### config.mk
export PLATFORM = sky130hd
export DESIGN_NAME = lhti_mod
export DESIGN_NICKNAME = d
export VERILOG_FILES = /design/src/rtl/core/lhti_pkg.sv /design/src/rtl/core/lhti_mod.sv
export SDC_FILE = /design/constraint.sdc
export NUM_CORES = 1
export LEC_CHECK = 0
export ABC_AREA = 1
export BUFFER_PORTS_ARGS = -buffer_cell sky130_fd_sc_hd__buf_2
export CORE_MARGIN = 2
export CORE_UTILIZATION = 55
export DETAILED_ROUTE_END_ITERATION = 16
export PLACE_DENSITY = 0.83
export SLEW_MARGIN = 10
export SYNTH_ARGS = -nofsm -noshare
export SYNTH_HDL_FRONTEND = slang
export SYNTH_SLANG_ARGS = --single-unit
### constraint.sdc
create_clock -name clk -period 2.05 [get_ports clk]
set_clock_uncertainty 0.15 [all_clocks]
set_input_delay 0.205 -clock clk [delete_from_list [all_inputs] [get_ports clk]]
set_output_delay 0.205 -clock clk [all_outputs]
set_load 0.01 [all_outputs]
### src/rtl/core/lhti_pkg.sv
// Shared types and constants of the linear hash table insert unit.
`default_nettype none
package lhti_pkg;

	localparam int MAX_BUCKETS_DEF      = 64;
	localparam int SLOTS_PER_BUCKET_DEF = 32;
	localparam int KEY_BITS             = 16;
	localparam int HANDLE_BITS          = 16;
	localparam int CFG_BITS             = 5;
	localparam logic [CFG_BITS-1:0] CFG_RESET = 5'd4;

	localparam int PADDR_BITS = 3;
	localparam logic [PADDR_BITS-1:0] ADDR_INIT_BUCKETS = 3'd0;

	localparam logic [1:0] STAT_OK    = 2'd0;
	localparam logic [1:0] STAT_DROP  = 2'd1;
	localparam logic [1:0] STAT_TFULL = 2'd2;

	typedef struct packed {
		logic [KEY_BITS-1:0]    rec_key;
		logic [HANDLE_BITS-1:0] record_handle;
	} cmd_t;

	typedef struct packed {
		logic [5:0] stored_bucket;
		logic       split_done;
		logic [5:0] next_split;
		logic [2:0] round_level;
		logic [1:0] status;
	} res_t;

endpackage
`default_nettype wire

### src/rtl/core/lhti_mod.sv
// Bit-serial remainder unit: key mod divisor plus the low quotient bit.
`default_nettype none
module lhti_mod #(
	parameter int DW = 7
) (
	input  wire logic                         clk,
	input  wire logic                         arst_n,
	input  wire logic                         start,
	input  wire logic [lhti_pkg::KEY_BITS-1:0] key,
	input  wire logic [DW-1:0]                divisor,
	output logic                              done,
	output logic      [DW-1:0]                rem,
	output logic                              q_lsb
);
	localparam int KB = lhti_pkg::KEY_BITS;
	localparam int NW = $clog2(KB + 1);

	logic [KB-1:0] key_q;
	logic [DW-1:0] div_q;
	logic [NW-1:0] cnt_q;
	logic          run_q;
	logic [DW:0]   trial;
	logic          ge;

	assign trial = {rem, key_q[KB-1]};
	assign ge    = trial >= {1'b0, div_q};

	always_ff @(posedge clk or negedge arst_n) begin
		if (!arst_n) begin
			run_q <= 1'b0;
			cnt_q <= '0;
			done  <= 1'b0;
		end else begin
			done <= 1'b0;
			if (start) begin
				run_q <= 1'b1;
				cnt_q <= NW'(KB);
			end else if (run_q) begin
				cnt_q <= cnt_q - 1'b1;
				if (cnt_q == NW'(1)) begin
					run_q <= 1'b0;
					done  <= 1'b1;
				end
			end
		end
	end

	always_ff @(posedge clk) begin
		if (start) begin
			key_q <= key;
			div_q <= divisor;
			rem   <= '0;
			q_lsb <= 1'b0;
		end else if (run_q) begin
			key_q <= key_q << 1;
			rem   <= ge ? DW'(trial - {1'b0, div_q}) : DW'(trial);
			q_lsb <= ge;
		end
	end
endmodule
`default_nettype wire

==> flow_summary_export.csv <==
group,metric,value,unit
routing,final_antenna_net_count,0,
routing,initialDrtViolationCount,61,
yosys,synth_largest_area_cell,"edfxtp_1",
cts,root_buffer,"clkbuf_4",
worst_setup_path,critPathRequiredTime,2.21,ns
timing,setup_viol,0,
yosys,synth_ff_type,"edfxtp_1",
worst_hold_path,min_path_type,"input pin to async pin",
worst_setup_path,reg2reg_slack,0.16,ns
yosys,synthesis.area,1960,µm²
yosys,yosysWarnings,0,
placement,gp_congestion,0.904,
yosys,synth_top_family_by_area,"simple AND/OR/NAND/NOR gates",
routing,vias,1656,
worst_setup_path,crit_path_end_kind,"register",
grt,overflow,0,
timing,relSlewSlack,54.8,%
routing,drt_wl_total,4.23,mm
die,die_w,63.7,µm
yosys,synth_top_cell_area_share,35.3,%
worst_setup_path,ff2ff_path_depth,12,
cts,cts_setup_buffers,0,
run_status,outcome,"finished, final reports clean",
yosys,synth_common_cells,"nand2_1 (91), inv_1 (31), edfxtp_1 (23)",
routing,firstDrtPassIters,5,
timing,finalSetupTns,0,ns
die,coreArea,3390,µm²
grt,grt_usage,24.1,%
routing,viasPerCell,4.88,
die,num_rows,21,
power,power.leakage,1.29,nW
final_layout,layout-drive-gt1-share,20.1,%
cts,cts_buffers,5,
placement,dp_slack,0.120,ns
yosys,syn_area_per_cell,8.59,µm²
die,die_h,63.7,µm
timing,tightest_slew,0.677,ns
timing,fmax,528,MHz
routing,wl_per_cell,12.5,µm
timing,post-route-min-period,1.89,ns
yosys,yosys.area_share.adder,6.77,%
power,powerDensity,1000,nW/µm²
cts,h-tree-depth,2,
placement,dpl_cell_area,2190,µm²
final_layout,synthToLayoutAreaGrowth,28.3,%
worst_setup_path,r2r_start,"key_q[15]",
worst_setup_path,start_kind,"register",
timing,maxSlewViolCount,0,
die,initial_core_util,57.8,%
worst_setup_path,r2r_end,"rem[5]",
yosys,synth-compound-area-share,3.45,%
routing,drc,0,
worst_setup_path,cp.arrival,2.06,ns
cts,worst_skew_pair.late_latency,0.35,ns
yosys,syn-num-nets,264,
timing,worst_slack,0.157,ns
timing,timing_hold_violations_final,0,
final_layout,multiInputGateArea,790,µm²
grt,grt_pass1_vias,1643,
die,ios,35,
yosys,synthMuxAreaShare,0,%
grt,grt_first_pass_wirelength,7.25,mm
die,dieArea,4050,µm²
worst_setup_path,critPathMaxFanout,9,
grt,grt_max_degree,21,
yosys,synth_xor_area_share,0.895,%
cts,clk_pin_slew,0.12,ns
placement,dp_hpwl,2.76,mm
yosys,yosysMostFrequentCell,"nand2_1",
job,cap_violations,0,
cts,cts_tree,"done",
placement,port_buffers,34,
timing,period_share,92.4,%
final_layout,final_nets,328,
yosys,async_flop_share,18.4,%
grt,antenna_found_initial,0,
final_layout,fill_cells,259,
yosys,syn_inst,228,
cts,clockBufferDepth,2,
yosys,synth_edf_count,23,
yosys,yosysUniqueCellTypes,25,
final_layout,diodes,0,
yosys,synth_seq_area_share,52.4,%
timing,rsz0062_at_grt,"false",
yosys,yosys-top-cells-area,"edfxtp_1 (35%), nand2_1 (17%), dfrtp_1 (8.9%)",
yosys,synthSimpleGateAreaFrac,29.1,%
yosys,synth_seq_cells,38,
final_layout,regArea,1030,µm²
worst_setup_path,crit_type,"register to register",
power,ir_worst_vdd,0.613,mV
final_layout,fin_area,2510,µm²
cts,cts_sinks,38,
stage by stage:
stage               power, mW  cells  hold slack, ns  util (%)
floorplan                1.73    228          -0.241         -
global placement         1.93    307          -0.104      64.5
detailed placement       1.96    307          -0.104      64.5
CTS                      2.52    339          0.0306      74.0
global route             2.69    339          0.0300      74.1
finish                   2.51    339          0.0436      74.1
routing by layer:
layer	track usage, %	wire (µm)	vias up
li1	-	-	856
met1	27.0	1740	743
met5	0	0	-
met2	42.1	2150	48
met3	6.61	225	9
met4	11.4	115	0
state kept, by name, indices dropped and copies added, names as in the netlist:
signal and cells:
key_q 16, cnt_q 5, run_q 1, q_lsb 1
div_q 7, rem 7, done 1
layout by cell type, fill, tap and decap left out, types with 5 or more instances in the layout:
cell,instances
a21oi_1,5
nand3_1,16
ha_1,9
buf_2,34
edfxtp_1,23
dlygate4sd3_1,24
nand2_1,91
clkbuf_4,5
dfrtp_1,7
dfxtp_1,8
nor2_1,5
inv_1,31
layout make-up:
type / count / area share (%)
Tap cell: 46 / 2.29
Clock buffer: 5 / 1.49
Sequential cell: 38 / 40.8
Multi-Input combinational cell: 152 / 31.4
Timing Repair Buffer: 60 / 16.9
Inverter: 35 / 5.23
Clock inverter: 3 / 1.79
critical path, stage by stage, from the launching register on:
cell	delay (ns)
edfxtp_1	0.36
inv_1	0.04
ha_1	0.22
fa_2	0.36
inv_1	0.09
nand2_2	0.07
nand2_1	0.08
nand2_1	0.09
nand3_4	0.13
nand2_1	0.09
nand2_1	0.08
nand2_1	0.05
nand2_1	0.04
cell families after synthesis:
kind of cell	after synthesis
AO/OA/AOI/OAI	11
XOR/XNOR	2
adder cells (fa/ha/maj)	10
buffers and inverters	38
flip-flops	38
AND/OR/NAND/NOR	129
worst max path at each step:
stage / from / end / slack [ns] / cells past startpoint
3_3_place_gp: key_q[15] / rem[6] / 0.19 / 11
4_1_cts: key_q[15] / rem[5] / 0.10 / 12
5_1_grt: key_q[15] / rem[5] / 0.05 / 12
3_5_place_dp: key_q[15] / rem[6] / 0.12 / 11
2_1_floorplan: key_q[15] / rem[6] / 0.25 / 11
6_report: key_q[15] / rem[5] / 0.16 / 12
report_power, final:
group	total, mW	switching, mW	internal [mW]
combinational	0.939	0.543	0.396
sequential	1.05	0.0961	0.955
clock	0.523	0.268	0.256
what timing repair did:
| action | CTS | global route |
|---|---|---|
| endpoints found under the hold margin | 30 | 0 |
| setup endpoints to repair | 0 | 1 |
| resized for setup | 0 | 1 |
| hold buffers | 24 | 0 |
No activity file was read; power rests on OpenSTA's default activity.
