--- config.mk ---
export PLATFORM = sky130hd
export DESIGN_NAME = lhti_ram
export DESIGN_NICKNAME = d
export VERILOG_FILES = /design/src/rtl/core/lhti_ram.sv
export SDC_FILE = /design/constraint.sdc
export NUM_CORES = 1
export LEC_CHECK = 0
export ABC_AREA = 1
export BUFFER_PORTS_ARGS = -buffer_cell sky130_fd_sc_hd__buf_2
export CORE_UTILIZATION = 47
export DETAILED_ROUTE_END_ITERATION = 10
export PLACE_DENSITY = 0.73
export SLEW_MARGIN = 10
export SYNTH_ARGS = -nofsm -noshare
export SYNTH_HDL_FRONTEND = slang
export SYNTH_SLANG_ARGS = --single-unit
--- constraint.sdc ---
create_clock -name clk -period 1.1 [get_ports clk]
set_clock_uncertainty 0.05 [all_clocks]
set_input_delay 0.055 -clock clk [delete_from_list [all_inputs] [get_ports clk]]
set_output_delay 0.055 -clock clk [all_outputs]
set_load 0.005 [all_outputs]
--- src/rtl/core/lhti_ram.sv ---
// Generic simple dual-port RAM with registered read.
`default_nettype none
module lhti_ram #(
	parameter int W = 8,
	parameter int D = 16
) (
	input  wire logic                 clk,
	input  wire logic                 we,
	input  wire logic [$clog2(D)-1:0] waddr,
	input  wire logic [W-1:0]         wdata,
	input  wire logic                 re,
	input  wire logic [$clog2(D)-1:0] raddr,
	output logic      [W-1:0]         rdata
);
	logic [W-1:0] mem [D];

	always_ff @(posedge clk) begin
		if (we) begin
			mem[waddr] <= wdata;
		end
		if (re) begin
			rdata <= mem[raddr];
		end
	end
endmodule
`default_nettype wire

==> summary.md, run 1 <==
| Metric | Value |
|---|---|
| Status | `finished, violations left` |
| Failing checks | `setup timing` |
| Data arrival, critical path | `about 1.3 ns` |
| Root Driver | `clkbuf_16` |
| Synth area leader | `edfxtp_1` |
| CTS tree | `yes` |
| Starting DRC count in detailed routing | `~370` |
| Clock Sinks | `between 100 and 150` |
| Hold Fails Final Rpt | `0` |
| Final period util | `105%` |
| Net Sw Power | `2620 uW` |
| Max clock buf depth | `2` |
| Netlist Area Pre-Place | `slightly below 6000 sq um` |
| Final Setup Violations | `8` |
| FF+latch count, synth | `136` |
| Slew margin rel. | `56.2%` |
| Layout cells sized above 1 | `19.9%` |
| Clock power share | `between 40% and 50%` |
| Register share of total power | `47.1%` |
| Maxcap violations | `0` |
| Setup Buffers After CTS | `0` |
| Core area | `12100 sq um` |
| P&R area growth vs syn | `21.1%` |
| Sw Share | `between 20% and 30%` |
| Register area share after synthesis | `about 70%` |
| Final instance area | `slightly above 7000 sq um` |
| Die extent in y | `about 110 microns` |
| Top post-synthesis cells by area | `edfxtp_1, nand2_1, nand3_1` |
| Pre-antenna DRT Iters | `5` |
| Cell row count | `40` |
| Combinational power share | `6.4%` |
| Drt via density | `~5` |
| Inserted Clock Buffers | `17` |
| Setup TNS | `-0.206 ns` |
| Initial Utilization | `48.5%` |
| Dpl cells | `approximately 750` |
| Crit. End Element | `flop` |
| GPL Wtd Cong | `between 0.9 and 1` |
| Most common flop cell mapped by yosys | `edfxtp_1` |
| Synth warnings | `0` |
| Dominant cell by count in the synthesized netlist | `nand2_1` |
| H-tree depth | `4` |
| Total track usage | `21.7%` |
| Nets | `between 600 and 700` |
| Final std cells w/o fill | `a little under 800` |
| RSZ-0062 raised after global routing | `true` |
| Worst-path maximum fanout | `1` |
| Pleak | `0.00306 uW` |
| Port bufs | `26` |
| Peak supply drop | `slightly below 1 mV` |
| Worst Tran Pin Value | `roughly 0.66 ns` |
| Min-delay worst type | `input port to flop` |
| Post-place setup slack | `-0.288 ns` |
| Initial antenna violation count | `0` |
| Via count | `just under 4000` |
| Final min period | `1.16 ns` |
| Crit path launch type | `flop` |
| Post-synth top area share | `around 70%` |
| Number of synthesized flops with an enable pin | `136` |
| Cell Pwr Density | `roughly 1800 nW/um^2` |
| Worst R2R Path Depth | `6` |
| Die Width | `between 100 and 150 microns` |
| Post-DP HPWL | `a little under 8 mm` |
| Antenna Cells | `0` |
| IO Count | `27` |
| WP data required | `roughly 1.2 ns` |
| Asr flop ratio synth | `0%` |
| Filler cells | `about 970` |
| Hold path cells | `1` |
| Post-Syn Instances | `around 550` |
| Final Max Slew Viols | `0` |
| Average size of a mapped cell | `between 10 and 15 sq um` |
| Residual DRC | `0` |
| Internal power | `slightly below 10000 uW` |
| DRT antenna net count | `0` |
| Global-route wire length before repair | `slightly above 20 mm` |
| Die Footprint | `between 10000 and 15000 sq um` |
| Clk_lat worst skew | `~0.4 ns` |
| DR WL/cell | `about 16 microns` |
| CTS clk-pin slew, worst paths | `about 0.060 ns` |
| Syn nets | `between 500 and 600` |
| Largest net degree at the start of global routing | `33` |
| PnR worst setup slack | `-0.0584 ns` |
| Final wirelength | `between 10 and 15 mm` |
| Achievable Freq | `about 860 MHz` |
| Area of placed instances | `~6300 sq um` |
| Crit Path Class | `flop to flop` |
| Vias in the first global route | `3769` |
| Yosys cell types | `11` |
| Synth top cells by count | `nand2_1, edfxtp_1, inv_1` |
| GR Overflow Total | `0` |
## stage by stage
| step | total power, uW | hold WS (ns) | util (%) |
|---|---|---|---|
| finish | 12500 | 0.00571 | 58.7 |
| global route | 12800 | 0.00240 | 58.7 |
| detailed placement | 6710 | 0.379 | 52.1 |
| CTS | 12500 | 0.00245 | 58.1 |
| floorplan | 6380 | 0.104 | - |
| global placement | 6690 | 0.371 | 52.1 |
## state kept, by name (all words and copies together) (netlist names)
name	cells
mem	128
rdata	8
## area by class of cell
class                           instances  area, sq um  share of cell area [%]
Multi-Input combinational cell        289         1390                    19.6
Inverter                              102          383                    5.41
Timing Repair Buffer                   54          405                    5.73
Clock buffer                           17          425                    6.01
Tap cell                              168          210                    2.97
Sequential cell                       136         4080                    57.7
Clock inverter                         15          184                    2.60
## critical path, cell delays in order (launching register included)
cell      delay (ns)
edfxtp_1        0.37
inv_1           0.07
nand2_1         0.07
nand3_2         0.08
nand3_2         0.10
nand3_2         0.11
nand2_2         0.06
## worst paths after layout
kind,start,end,slack (ns)
worst max register to register,mem[5][1],rdata[1],-0.06
worst min-delay path,wdata[4],mem[2][4],0.006
worst min register to register,mem[10][3],rdata[3],0.70
worst max-delay path,mem[5][1],rdata[1],-0.06
## cells by family (layout without fill, tap and decap cells)
group | after synthesis | in the layout | share of synthesized area [%]
and+or+nand+nor | 289 | 289 | 20.8
buffers and inverters | 126 | 188 | 9.39
DFF | 136 | 136 | 69.8
## cells in the final DEF, fill, tap and decap left out, drive strengths merged
master | netlist | final
edfxtp | 136 | 136
clkbuf | 0 | 17
bufinv | 0 | 4
dlygate4sd3 | 0 | 1
inv | 102 | 102
nand3b | 2 | 2
clkinvlp | 0 | 2
clkinv | 0 | 9
nor2 | 17 | 17
nand3 | 97 | 97
nand2 | 173 | 173
buf | 24 | 53
## repair_timing
action,in CTS,in global routing
endpoints found under the hold margin,8,0
endpoints found under the setup margin,8,10
resized for setup,21,17
hold buffers,1,0
pin swaps,16,13
## metal layers
layer,track usage [%],vias to the layer above,part of all wire [%]
li1,-,1876,-
met4,9.56,0,2.4
met5,0,-,0
met2,36.0,134,50
met1,27.7,1856,42
met3,4.41,24,6.0
## power groups by stage
| stage | clock, uW | sequential, uW | combinational [uW] |
|---|---|---|---|
| 6_report | 5800 | 5870 | 799 |
| 5_1_grt | 6060 | 5880 | 883 |
| 4_1_cts | 5850 | 5870 | 774 |
| 3_5_place_dp | 0 | 5980 | 732 |
| 3_3_place_gp | 0 | 5970 | 718 |
| 2_1_floorplan | 0 | 5970 | 409 |
Note: power is estimated with default switching activity, not from simulation.
==> run 2: changes to the inputs <==
--- a/config.mk
+++ b/config.mk
@@ -5,7 +5,6 @@
 export SDC_FILE = /design/constraint.sdc
 export NUM_CORES = 1
 export LEC_CHECK = 0
-export ABC_AREA = 1
 export BUFFER_PORTS_ARGS = -buffer_cell sky130_fd_sc_hd__buf_2
 export CORE_UTILIZATION = 47
 export DETAILED_ROUTE_END_ITERATION = 10
==> summary.md, run 2 <==
| Metric | Value |
|---|---|
| Synth area leader | `edfxtp_1 (unchanged)` |
| Number of synthesized flops with an enable pin | `136 (unchanged)` |
| DR WL/cell | `21.7 microns (was 16.4 microns)` |
| Cell row count | `38 (was 40)` |
| Reg2reg setup slack | `-0.35 ns (was -0.06 ns)` |
| Dpl cells | `412 (was 748)` |
| GR Overflow Total | `0 (unchanged)` |
| CTS clk-pin slew, worst paths | `0.06 ns (about the same)` |
| Sw Share | `21.4% (was 21.0%)` |
| Total track usage | `19.1% (was 21.7%)` |
| Average size of a mapped cell | `22.8 sq um (was 10.6 sq um)` |
| Die Width | `107 microns (was 114 microns)` |
| CTS tree | `yes (unchanged)` |
| Vias in the first global route | `2565 (was 3769)` |
| Clk_lat worst skew | `0.52 ns (was 0.41 ns)` |
| RSZ-0062 raised after global routing | `true (unchanged)` |
| Largest registers | `mem: 128 flops, rdata: 8 flops (unchanged)` |
| Post-DP HPWL | `6.46 mm (was 7.93 mm)` |
| Post-Syn Instances | `229 (was 551)` |
| Antenna Cells | `0 (unchanged)` |
| Max clock buf depth | `2 (unchanged)` |
| Most frequent cells in the layout | `edfxtp_1, mux4_2, buf_2 (was nand2_1, edfxtp_1, inv_1)` |
| Residual DRC | `0 (unchanged)` |
| Synth top cells by count | `edfxtp_1, mux4_2, a22oi_1 (was nand2_1, edfxtp_1, inv_1)` |
| Global-route wire length before repair | `15.0 mm (was 20.3 mm)` |
| WHS | `0.0457 ns (was 0.00571 ns)` |
| Failing checks | `setup timing (unchanged)` |
| Status | `finished, violations left (unchanged)` |
| Worst-path maximum fanout | `1 (unchanged)` |
| Worst Tran Pin Value | `0.942 ns (was 0.657 ns)` |
| Synth warnings | `0 (unchanged)` |
| Crit path launch type | `flop (unchanged)` |
| Final min period | `1.45 ns (was 1.16 ns)` |
| Initial Utilization | `48.2% (was 48.5%)` |
| Largest register FFs | `128 (unchanged)` |
| Layout cells sized above 1 | `43.5% (was 19.9%)` |
| Combinational power share | `5.3% (was 6.4%)` |
| GPL Wtd Cong | `0.753 (was 0.907)` |
| Pleak | `0.00214 uW (was 0.00306 uW)` |
| Post-place setup slack | `-0.500 ns (was -0.288 ns)` |
| Worst Setup EP | `rdata[5] (was rdata[1])` |
| H-tree depth | `4 (unchanged)` |
| Final Setup Violations | `16 (was 8)` |
| Crit. End Element | `flop (unchanged)` |
| Die extent in y | `107 microns (was 114 microns)` |
| Critical R2R Launch | `mem[11][5] (was mem[5][1])` |
| Core area | `10800 sq um (was 12100 sq um)` |
| PnR worst setup slack | `-0.351 ns (was -0.0584 ns)` |
| Drt via density | `5.65 (was 4.98)` |
| Clock Sinks | `136 (unchanged)` |
| Pre-antenna DRT Iters | `4 (was 5)` |
| Netlist Area Pre-Place | `5230 sq um (was 5850 sq um)` |
| Internal power | `9410 uW (was 9850 uW)` |
| Most flop-heavy register | `mem (unchanged)` |
| Initial antenna violation count | `0 (unchanged)` |
| Worst R2R Path Depth | `3 (was 6)` |
| FF+latch count, synth | `136 (unchanged)` |
| Clock power share | `45.6% (was 46.5%)` |
| P&R area growth vs syn | `23.5% (was 21.1%)` |
| Core Util, Final | `59.5% (was 58.7%)` |
| Nets | `319 (was 619)` |
| Net Sw Power | `2560 uW (was 2620 uW)` |
| Peak supply drop | `1.07 mV (was 0.991 mV)` |
| RR Endpoint | `rdata[5] (was rdata[1])` |
| Data arrival, critical path | `1.67 ns (was 1.27 ns)` |
| Final std cells w/o fill | `453 (was 781)` |
| Setup Buffers After CTS | `0 (unchanged)` |
| Most common cell after layout, fill and taps aside | `edfxtp_1 (was nand2_1)` |
| Final period util | `132% (was 105%)` |
| Post-synth top area share | `78.1% (was 69.8%)` |
| Register share of total power | `49.1% (was 47.1%)` |
| Via count | `2560 (was 3890)` |
| Register area share after synthesis | `78.1% (was 69.8%)` |
| Slew margin rel. | `37.0% (was 56.2%)` |
| Final wirelength | `9.81 mm (was 12.8 mm)` |
| Hold Fails Final Rpt | `0 (unchanged)` |
| Min-delay worst type | `input port to flop (unchanged)` |
| Yosys cell types | `18 (was 11)` |
| Inserted Clock Buffers | `17 (unchanged)` |
| Maxcap violations | `0 (unchanged)` |
| WP data required | `1.31 ns (was 1.21 ns)` |
| DRT antenna net count | `0 (unchanged)` |
| Syn nets | `248 (was 570)` |
| Dominant cell by count in the synthesized netlist | `edfxtp_1 (was nand2_1)` |
| Crit. Startpoint | `mem[11][5] (was mem[5][1])` |
| Asr flop ratio synth | `0% (unchanged)` |
| Top post-synthesis cells by area | `edfxtp_1, mux4_2, mux4_1 (was edfxtp_1, nand2_1, nand3_1)` |
| Port bufs | `26 (unchanged)` |
| Root Driver | `clkbuf_8 (was clkbuf_16)` |
| IO Count | `27 (unchanged)` |
| Final Max Slew Viols | `0 (unchanged)` |
| Most common flop cell mapped by yosys | `edfxtp_1 (unchanged)` |
| Achievable Freq | `689 MHz (was 863 MHz)` |
| Starting DRC count in detailed routing | `156 (was 374)` |
| Crit Path Class | `flop to flop (unchanged)` |
| Die Footprint | `11500 sq um (was 12900 sq um)` |
| Largest net degree at the start of global routing | `19 (was 33)` |
| Cell Pwr Density | `1850 nW/um^2 (was 1760 nW/um^2)` |
[run 2: changes by cell type in the layout (fill, tap and decap cells not counted), moves of 4 or more]
| cell | before | now |
|---|---|---|
| dlygate4sd3_1 | 1 | 9 |
| inv_6 | 0 | 5 |
| nand2_1 | 167 | 9 |
| clkinv_2 | 4 | 0 |
| nand2_2 | 6 | 0 |
| nand3_2 | 32 | 0 |
| a22oi_1 | 0 | 4 |
| a22oi_2 | 0 | 12 |
| inv_1 | 100 | 0 |
| nor2_1 | 17 | 10 |
| nand3_1 | 65 | 1 |
| mux4_2 | 0 | 32 |
[run 2: timing repair]
action	in CTS	in global routing
resized for setup	9	3
endpoints found under the setup margin	16	16
pin swaps	4	3
hold endpoints to repair	136	0
hold buffers	9	0
[run 2: power by group through the flow]
stage	logic [uW]	clock network, uW	registers [uW]
after floorplan	332	0	5970
after global placement	573	0	5980
after detailed placement	586	0	5990
after CTS	638	5520	5880
after global routing	684	5720	5880
final	635	5460	5880
[run 2: per-layer routing]
metal / track usage, % / part of all wire (%)
met1: 25.7 / 41
met2: 30.0 / 51
met3: 5.21 / 5.8
met4: 7.63 / 1.7
met5: 0 / 0
[run 2: worst min-delay path by stage]
stage                 to      from  slack [ns]  cells past startpoint
2_1_floorplan  mem[0][0]  wdata[0]        0.10                      0
3_3_place_gp    rdata[2]        re        0.38                      1
3_5_place_dp    rdata[2]        re        0.38                      1
4_1_cts        mem[3][3]  waddr[3]        0.03                      3
5_1_grt        mem[3][5]  waddr[3]        0.05                      3
6_report       mem[3][5]  waddr[3]        0.05                      3
[run 2: area by class of cell]
type,count,area [sq um]
multi-input cells,83,1120
fillers,752,4390
flip-flops and latches,136,4080
clock buffers,17,414
repair buffers,62,498
clock inverters,15,166
well taps,140,175
[run 2: cells by family after synthesis]
group                  count (synthesis)  share of synthesized area (%)
AOI/OAI and AO/OA                     16                           2.30
and+or+nand+nor                       35                           3.14
buffers and inverters                 10                           1.65
DFF                                  136                           78.1
muxes                                 32                           14.8
[run 2: metrics by stage]
step / TNS (ns) / cell area, sq um / power (uW)
2_1_floorplan: -2.84 / 5260 / 6300
3_3_place_gp: -16.49 / 5720 / 6560
3_5_place_dp: -18.58 / 5720 / 6570
6_report: -2.93 / 6450 / 12000
4_1_cts: -3.26 / 6440 / 12000
5_1_grt: -3.53 / 6450 / 12300
[run 2: worst max-delay path, stage by stage, from the launching register on]
cell      delay (ns)
edfxtp_1        0.39
mux4_2          0.52
a22oi_2         0.18
nand2_1         0.07
